**src/design/tbgc_pkg.sv**
```systemverilog
// Types and constants of the task burn group classifier.
package tbgc_pkg;

  localparam int unsigned CfgIndexW = 3;

  localparam logic [CfgIndexW-1:0] CFG_BURST_LIMIT     = 3'd0;
  localparam logic [CfgIndexW-1:0] CFG_WINDOW_LENGTH   = 3'd1;
  localparam logic [CfgIndexW-1:0] CFG_BURN_HOT_LIMIT  = 3'd2;
  localparam logic [CfgIndexW-1:0] CFG_BURN_LOW_LIMIT  = 3'd3;
  localparam logic [CfgIndexW-1:0] CFG_PROMOTE_WINDOWS = 3'd4;

  localparam logic REQ_STOP   = 1'b0;
  localparam logic REQ_ENABLE = 1'b1;

  localparam logic GROUP_LIGHT = 1'b0;
  localparam logic GROUP_HOG   = 1'b1;

  localparam logic [31:0] BURN_MAX  = 32'hffff_ffff;
  localparam logic [7:0]  COUNT_MAX = 8'd255;

  localparam logic [31:0] RST_BURST_LIMIT     = 32'd2000000;
  localparam logic [31:0] RST_WINDOW_LENGTH   = 32'd100000000;
  localparam logic [31:0] RST_BURN_HOT_LIMIT  = 32'd50000000;
  localparam logic [31:0] RST_BURN_LOW_LIMIT  = 32'd10000000;
  localparam logic [7:0]  RST_PROMOTE_WINDOWS = 8'd3;

  typedef struct packed {
    logic [31:0] burst_limit;
    logic [31:0] window_length;
    logic [31:0] burn_hot_limit;
    logic [31:0] burn_low_limit;
    logic [7:0]  promote_windows;
  } cfg_t;

  typedef struct packed {
    logic        req_type;
    logic [63:0] now;
    logic [63:0] delta;
  } req_t;

  typedef struct packed {
    logic       group_now;
    logic [7:0] quiet_count;
    logic       demoted;
    logic       promoted;
  } res_t;

  typedef struct packed {
    logic        group_flag;
    logic [7:0]  quiet_runs;
    logic [63:0] window_start;
    logic [31:0] burn_total;
  } task_state_t;

endpackage

```
**src/design/tbgc_cfg_regs.sv**
```systemverilog
// Configuration register file of the classifier.
module tbgc_cfg_regs (
  input  logic                          clk,
  input  logic                          rst,
  input  logic                          cfg_we,
  input  logic [tbgc_pkg::CfgIndexW-1:0] cfg_index,
  input  logic [31:0]                   cfg_data,
  output tbgc_pkg::cfg_t                cfg
);
  import tbgc_pkg::*;

  always_ff @(posedge clk) begin
    if (rst) begin
      cfg.burst_limit     <= RST_BURST_LIMIT;
      cfg.window_length   <= RST_WINDOW_LENGTH;
      cfg.burn_hot_limit  <= RST_BURN_HOT_LIMIT;
      cfg.burn_low_limit  <= RST_BURN_LOW_LIMIT;
      cfg.promote_windows <= RST_PROMOTE_WINDOWS;
    end else if (cfg_we) begin
      unique case (cfg_index)
        CFG_BURST_LIMIT:     cfg.burst_limit     <= cfg_data;
        CFG_WINDOW_LENGTH:   cfg.window_length   <= cfg_data;
        CFG_BURN_HOT_LIMIT:  cfg.burn_hot_limit  <= cfg_data;
        CFG_BURN_LOW_LIMIT:  cfg.burn_low_limit  <= cfg_data;
        CFG_PROMOTE_WINDOWS: cfg.promote_windows <= cfg_data[7:0];
        default: ;  // unmapped index, write dropped
      endcase
    end
  end

endmodule

```
**src/design/tbgc_step.sv**
```systemverilog
// Combinational classify step: next task state and result for one item.
module tbgc_step (
  input  tbgc_pkg::cfg_t        cfg,
  input  tbgc_pkg::task_state_t st,
  input  tbgc_pkg::req_t        item,
  output tbgc_pkg::task_state_t st_next,
  output tbgc_pkg::res_t        result
);
  import tbgc_pkg::*;

  logic [64:0] burn_sum;
  logic [31:0] burn_sat;
  logic        hot_burst;
  logic [63:0] elapsed;
  logic        win_ready;
  logic [7:0]  quiet_inc;
  logic        demoted;
  logic        promoted;

  // burn + delta saturates at 32 bits
  assign burn_sum  = {1'b0, item.delta} + {33'd0, st.burn_total};
  assign burn_sat  = (|burn_sum[64:32]) ? BURN_MAX : burn_sum[31:0];
  assign hot_burst = item.delta > {32'd0, cfg.burst_limit};

  // time going backwards never makes the window ready
  assign elapsed   = item.now - st.window_start;
  assign win_ready = (item.now >= st.window_start) &&
                     (elapsed >= {32'd0, cfg.window_length});

  assign quiet_inc = (st.quiet_runs != COUNT_MAX) ? st.quiet_runs + 8'd1 : st.quiet_runs;

  always_comb begin
    st_next  = st;
    demoted  = 1'b0;
    promoted = 1'b0;
    if (item.req_type == REQ_ENABLE) begin
      st_next = '0;
    end else begin
      st_next.burn_total = burn_sat;
      priority if (hot_burst) begin
        st_next.quiet_runs = 8'd0;
        if (st.group_flag == GROUP_LIGHT) begin
          st_next.group_flag   = GROUP_HOG;
          st_next.window_start = item.now;
          st_next.burn_total   = 32'd0;
          demoted              = 1'b1;
        end
      end else if (st.window_start == 64'd0) begin
        st_next.window_start = item.now;
      end else if (win_ready) begin
        if (burn_sat > cfg.burn_hot_limit) begin
          if (st.group_flag == GROUP_LIGHT) begin
            st_next.group_flag = GROUP_HOG;
            demoted            = 1'b1;
          end
          st_next.quiet_runs = 8'd0;
        end else if (burn_sat < cfg.burn_low_limit) begin
          if (st.group_flag == GROUP_HOG) begin
            if (quiet_inc >= cfg.promote_windows) begin
              st_next.group_flag = GROUP_LIGHT;
              st_next.quiet_runs = 8'd0;
              promoted           = 1'b1;
            end else begin
              st_next.quiet_runs = quiet_inc;
            end
          end else if (st.quiet_runs < cfg.promote_windows) begin
            st_next.quiet_runs = st.quiet_runs + 8'd1;
          end
        end else begin
          st_next.quiet_runs = 8'd0;
        end
        st_next.window_start = item.now;
        st_next.burn_total   = 32'd0;
      end else begin
        // window still open: only the burn moves
      end
    end
  end

  assign result.group_now   = st_next.group_flag;
  assign result.quiet_count = st_next.quiet_runs;
  assign result.demoted     = demoted;
  assign result.promoted    = promoted;

endmodule

```
**src/design/task_burn_group_classifier.sv**
```systemverilog
// Top level of the task burn group classifier: input register, step, result register.
//
// Classifies one task as light or hog. Each transfer on the req channel is
// either a stop event (req_type 0: now and delta in ns) or an enable
// (req_type 1) that puts the task context back to its fresh state; every
// request yields exactly one transfer on the res channel carrying the group
// after the step, the quiet window counter and the demoted/promoted flags.
// One request is taken per clock while req_stall is low: a request goes
// into the input register, the classify step runs in the next cycle
// against the task state registers and lands in the result register. The
// task state feedback loop (burn, window start, counter, group) closes
// through the combinational step, which is what sets the one-per-clock
// rate. While a result waits under res_stall, one more request is still
// taken into the input register; only then does req_stall rise.
// Configuration writes via cfg_we/cfg_index/cfg_data take effect on the
// next clock and must only be done while no request is in flight;
// unmapped indexes are ignored.
module task_burn_group_classifier (
  input  logic                          clk,
  input  logic                          rst,
  // request channel
  input  logic                          req_valid,
  output logic                          req_stall,
  input  tbgc_pkg::req_t                req,
  // result channel
  output logic                          res_valid,
  input  logic                          res_stall,
  output tbgc_pkg::res_t                res,
  // configuration write port
  input  logic                          cfg_we,
  input  logic [tbgc_pkg::CfgIndexW-1:0] cfg_index,
  input  logic [31:0]                   cfg_data
);
  import tbgc_pkg::*;

  cfg_t        cfg;
  task_state_t st;
  task_state_t st_next;
  res_t        step_res;

  // input register
  logic        s1_valid;
  req_t        s1_item;

  logic        advance;   // result register can take the input register
  logic        req_take;  // request transfer this cycle

  assign advance   = !res_valid || !res_stall;
  assign req_stall = s1_valid && !advance;
  assign req_take  = req_valid && !req_stall;

  tbgc_cfg_regs u_cfg (
    .clk       (clk),
    .rst       (rst),
    .cfg_we    (cfg_we),
    .cfg_index (cfg_index),
    .cfg_data  (cfg_data),
    .cfg       (cfg)
  );

  tbgc_step u_step (
    .cfg     (cfg),
    .st      (st),
    .item    (s1_item),
    .st_next (st_next),
    .result  (step_res)
  );

  // control and task state
  always_ff @(posedge clk) begin
    if (rst) begin
      s1_valid  <= 1'b0;
      res_valid <= 1'b0;
      st        <= '0;
    end else begin
      if (req_take) begin
        s1_valid <= 1'b1;
      end else if (advance) begin
        s1_valid <= 1'b0;
      end
      if (advance) begin
        res_valid <= s1_valid;
        // state commits only when the item moves into the result register
        if (s1_valid) begin
          st <= st_next;
        end
      end
    end
  end

  // payload registers
  always_ff @(posedge clk) begin
    if (req_take) begin
      s1_item <= req;
    end
    if (advance && s1_valid) begin
      res <= step_res;
    end
  end

endmodule

```
**config.mk**
```make
export PLATFORM = sky130hd
export DESIGN_NAME = task_burn_group_classifier
export DESIGN_NICKNAME = d
export VERILOG_FILES = /design/src/design/tbgc_pkg.sv /design/src/design/tbgc_cfg_regs.sv /design/src/design/tbgc_step.sv /design/src/design/task_burn_group_classifier.sv
export SDC_FILE = /design/constraint.sdc
export NUM_CORES = 1
export LEC_CHECK = 0
export ABC_AREA = 0
export BUFFER_PORTS_ARGS = -buffer_cell sky130_fd_sc_hd__buf_2
export CAP_MARGIN = 15
export CORE_UTILIZATION = 40
export DETAILED_ROUTE_END_ITERATION = 6
export GPL_ROUTABILITY_DRIVEN = 0
export GPL_TIMING_DRIVEN = 1
export PLACE_DENSITY = 0.68
export RECOVER_POWER = 100
export SYNTH_ARGS = -nofsm -noshare
export SYNTH_HDL_FRONTEND = slang
export SYNTH_SLANG_ARGS = --single-unit
```
**constraint.sdc**
```tcl
create_clock -name clk -period 11.4 [get_ports clk]
set_clock_uncertainty 0.05 [all_clocks]
set_input_delay 0.57 -clock clk [delete_from_list [all_inputs] [get_ports clk]]
set_output_delay 0.57 -clock clk [all_outputs]
set_load 0.01 [all_outputs]
```
# Word-level counts from Yosys, hierarchy flattened

Index checks and enable logic that the tools add are counted.

Flip-flop bits (word level): 383
Word-level logic and storage cells: 84

$add $sub $neg: 3
$lt $le $gt $ge: 7
Eq/ne operators: 6
Muxes and demuxes: 25
Bitwise gates (word level): 3
Reductions and logical operators: 22

Operators by type and width:

| cell                  | number |
|---|---|
| $mux W105             | 3 |
| $mux W96              | 1 |
| $add A64 B32 Y65      | 1 |
| $ge A64 B32 Y1        | 1 |
| $ge A64 B64 Y1        | 1 |
| $gt A64 B32 Y1        | 1 |
| $logic_not A64 Y1     | 1 |
| $mux W32              | 2 |
| $mux W64              | 1 |
| $sub A64 B64 Y64      | 1 |
| $mux W8               | 5 |
| $reduce_or A33 Y1     | 1 |
| $gt A32 B32 Y1        | 1 |
| $lt A32 B32 Y1        | 1 |
| $mux W9               | 2 |
| $reduce_and A2 Y1     | 6 |
| $mux W1               | 11 |
| $add A8 B1 Y8 const B | 1 |
| $ge A8 B8 Y1          | 1 |
| $lt A8 B8 Y1          | 1 |
| $ne A8 B8 Y1 const B  | 1 |
| $reduce_or A7 Y1      | 1 |
| $eq A3 B2 Y1 const B  | 2 |
| $logic_and A1 B1 Y1   | 4 |
| 10 further kinds      | 15 |

# Depth between registers and ports, before layout

Depth after elaboration: 11
Depth in mapped cells: 28

# Cells and area by module

A second synthesis with hierarchy kept.

Cells, all modules: 3215
Area, all modules: 28182.0 µm²

Modules (own cells, without submodules):

| module                     | instances | cells an instance | area each (µm²) |
|---|---|---|---|
| tbgc_step                  | 1         | 2106              | 13797.0 |
| task_burn_group_classifier | 1         | 605               | 8972.4 |
| tbgc_cfg_regs              | 1         | 504               | 5412.7 |

# Worst setup path after synthesis

No wires, ideal clock.

Path type: input -> register
Start point: input res_stall
End point: register s1_item[0] (netlist bit) (enable)
Arrival time: 6.498 ns
Setup slack: 4.219 ns
Stages: 2
Cell sequence: and3_1 -> nor2b_1

Longest elaborated chain between the ends: 6

RTL lines:

| element              | RTL line                         | RTL |
|---|---|---|
| start, declared      | task_burn_group_classifier.sv:27 | `input logic res_stall,` |
| $logic_not A1 Y1     | task_burn_group_classifier.sv:48 | `assign advance = !res_valid \|\| !res_stall;` |
| $logic_or A1 B1 Y1   | task_burn_group_classifier.sv:48 |  |
| $logic_not A1 Y1     | task_burn_group_classifier.sv:49 | `assign req_stall = s1_valid && !advance;` |
| $logic_and A1 B1 Y1  | task_burn_group_classifier.sv:49 |  |
| $logic_not A1 Y1     | task_burn_group_classifier.sv:50 | `assign req_take = req_valid && !req_stall;` |
| $logic_and A1 B1 Y1  | task_burn_group_classifier.sv:50 |  |
| named net req_take   | task_burn_group_classifier.sv:46 | `logic req_take;` |
| end signal, assigned | task_burn_group_classifier.sv:94 | `s1_item <= req;` |
| end, declared        | task_burn_group_classifier.sv:43 | `req_t s1_item;` |

The timed path passes the listed nets, and every way through them passes these cells.
A chain may end at the register's enable or synchronous reset.

==> impl_results.md <==
* Most frequent cells in the layout: nand2_1 (404), a21oi_1 (293), dfxtp_1 (243), ha_1 (239), inv_1 (231)
* CTS tree: done
* # Post-CTS Setup Buffers at 0
* Net switching power at around 1.1 mW
* Worst setup margin at roughly 2.3 ns
* Leakage at between 10 and 15 nW
* IO buf count at around 180
* Post-synthesis cell type count at 103
* GRT met2 Usage at between 30% and 40%
* Met3 Use GR at under 10%
* CP most frequent cell: a21oi_1
* Net Sw Frac at between 20% and 30%
* Post-Syn Instances at 3234
* CP required at 11.79 ns
* Async S/R FF share, synth at 0%
* Grt peak-use layer: met2
* # diodes at 0
* TritonRoute pass-1 iters at 5
* DP HPWL at approximately 62 mm
* GRT Total Usage at between 20% and 30%
* Fin crit share at around four fifths
* Max VDD drop at 0.127 mV
* Crit Path Max Fanout at 31
* Flop pwr share at between 40% and 50%
* Mean Syn Cell Area at between 8 and 9 sq um
* Dpl cells at slightly above 4000
* Cts hold-fix bufs at 0
* Slew Limit Headroom at -260%
* # setup viols final at 0
* Tot Pwr at roughly 3.7 mW
* RSZ-0062 raised after global routing: no
* Maximum clock frequency at between 100 and 150 MHz
* Routed wire length at approximately 83 mm
* Crit end category: flop
* Mapped Area at around 27000 sq um
* Vias in the first global route at between 20000 and 25000
* Internal Pwr Total at approximately 2.6 mW
* Routed len/inst at about 20 um
* Power share of the clock group at 41.2%
* #FFs+latches synth at around 380
* CP Launch Type: flop
* Number of synthesized flops with an enable pin at between 100 and 150
* Die area at 68900 sq um
* Worst-path clk slew at around 0.060 ns
* Final Hold Violating Endpoints at 0
* Fill cell count at 6593
* WP data arrival at roughly 9.5 ns
* Power density over cell area at around 120 nW/um^2
* Clock H-tree levels at 2
* Critical path type: flop to flop
* Core area at 67200 sq um
* Fin Hold WS at 0.0869 ns
* CTS max path bufs at 3
* Syn. warnings at 0
* Failing checks: capacitance limit, slew limit
* Met1 Use GR at a little under a third
* Post-CTS sizing at 0
* Residual DRC at 0
* Remaining antenna violation count after routing at 0
* Clock Root Buffer: clkbuf_16
* Post-layout nets at approximately 3700
* Max Slew Vio Count at between 600 and 700
* Comb power frac at between 10% and 20%
* Post-Place Setup Slack at between 3 and 4 ns
* Status: complete, but fails checks
* Layout cells sized above 1 at 10.4%
* Syn nets at around 3600
* Commonest non-fill, non-tap cell in the layout: nand2_1
* Worst path max stage delay at about 1.2 ns
* Worst Hold Class: input pin to flop
* Die height at between 200 and 300 um
* Slew at the pin closest to its max-slew limit at 5.40 ns
* Num CTS Buffers at 45
* Ys flop type: dfxtp_1
* Clock sinks at ~380
* Largest net degree at the start of global routing at 138
* Crit-path cells: ha_1 -> fa_1 -> a211oi_1 -> o21ai_0 -> o2111ai_1 -> nand3b_2 -> a21oi_1 -> mux2i_1 -> or4_1 -> nor4_2 -> clkbuf_1 -> nand3_1 -> ha_1 -> a21o_1 -> a21o_1 -> a21oi_1 -> nor2_1 -> a211oi_1 -> o211ai_1 -> or4_1 -> or3_1 -> o31ai_1 -> or4b_1 -> a21oi_1
* Sequential area share after synthesis at 33.4%
* Global route overflow at 0
* # rows at between 90 and 100
* Initial Util at between 40% and 50%
* Max Cap Viol at 9
* Synth-to-layout area growth at 10.5%
* Min cycle time layout at a little over 9 ns
* First-pass GRT wire length at 130 mm
* Vias per cell at roughly 6
* Die width at roughly 260 um
* Vias at between 20000 and 25000
* Sum of negative setup slack at 0 ns
* Initial antenna violation count at 0
* Fin cells at between 4000 and 5000
* Critical-path top delay cell: o31ai_1
* Initial drt markers at approximately 2000
* Clk Latency, worst-skew pair at about 0.60 ns
* I/O pins at 182
[cell usage after synthesis, drive strengths merged (8+ instances only)]
cell type  count  area share, %
a21boi        11           0.30
dfxtp        243             18
o21a          28           0.80
a32o          32            1.2
nor4          46            1.1
and4          16           0.52
a21oi        295            5.5
o21ai        142            2.6
o22ai          8           0.18
a21o          61            1.7
a211o         89            2.9
or3           80            1.9
nand3         73            1.3
o211ai        31           0.86
ha           239             11
o2111ai       14           0.45
nand2        407            5.6
a2111oi        8           0.33
buf           46           0.89
or4           14           0.43
a211oi        18           0.56
o31ai         12           0.40
nor2         151            2.1
o21bai        17           0.47
nand2b        82            1.9
xor2          39            1.3
edfxtp       140             15
or4b          65            2.4
clkbuf       152            2.1
nand4         93            2.2
xnor2         41            1.3
a31oi         17           0.44
o311ai        68            2.2
nor3          45           0.83
nor2b         19           0.44
mux2i         14           0.52
and2          18           0.42
nand3b        29           0.82
and3          13           0.30
inv          232            3.2
[worst paths after layout]
check	start	to	slack, ns	cells after the start
setup / recovery	s1_item[0]	res[9]	2.26	24
hold reg to reg	u_cfg.cfg[126]	u_cfg.cfg[126]	0.40	2
hold / removal	req[99]	s1_item[99]	0.09	1
setup reg to reg	s1_item[0]	res[9]	2.26	24
[registers in the layout, summed over array words and instances, names as in the netlist]
register	count
s1_valid	1
res	11
res_valid	1
u_cfg.cfg	136
s1_item	129
st	105
[cells by family (layout without fill, tap and decap cells)]
| group | Yosys count | in the layout | synth area share [%] |
|---|---|---|---|
| compound gates | 912 | 912 | 23.0 |
| xor+xnor | 80 | 80 | 2.58 |
| fa+ha+maj | 241 | 241 | 11.2 |
| buf+inv | 431 | 521 | 6.24 |
| flops | 383 | 383 | 33.4 |
| mux | 18 | 18 | 0.683 |
| simple gates | 1169 | 1169 | 22.9 |
[cell type report]
| cell class | instances | area [sq um] | share of cell area [%] |
|---|---|---|---|
| timing repair buffer | 206 | 1010 | 3.36 |
| sequential | 383 | 9070 | 30.2 |
| inverter | 232 | 871 | 2.90 |
| clock buffer | 60 | 1300 | 4.33 |
| tap | 873 | 1090 | 3.64 |
| clock inverter | 23 | 238 | 0.793 |
| multi-input combinational | 2420 | 16400 | 54.7 |
[power by group through the flow]
stage | clock, mW | sequential, mW | combinational (mW)
2_1_floorplan | 0 | 1.53 | 0.443
3_3_place_gp | 0 | 1.55 | 0.622
6_report | 1.51 | 1.53 | 0.628
4_1_cts | 1.55 | 1.52 | 0.627
3_5_place_dp | 0 | 1.55 | 0.623
5_1_grt | 1.59 | 1.53 | 0.691
[layer usage]
| metal | share of wire (%) | vias up |
|---|---|---|
| met1 | 43 | 11700 |
| met2 | 47 | 945 |
| met3 | 6.6 | 206 |
| met4 | 4.0 | 0 |
| met5 | 0 | - |
| li1 | - | 12100 |
[per-stage QoR]
| step | utilization, % | area [sq um] |
|---|---|---|
| floorplan | - | 27100 |
| global placement | 42.5 | 28600 |
| detailed placement | 42.5 | 28600 |
| CTS | 44.8 | 30100 |
| global route | 44.7 | 30000 |
| finish | 44.7 | 30000 |
[worst max-delay path: cells and delay by family, from the launching register on]
kind	cells	cell delay (ns)
AOI/OAI and AO/OA	11	3.49
and+or+nand+nor	8	2.84
DFF	1	0.39
muxes	1	0.10
adders and majority gates	3	1.10
buffers and inverters	1	1.01
(Power assumes the default switching activity.)
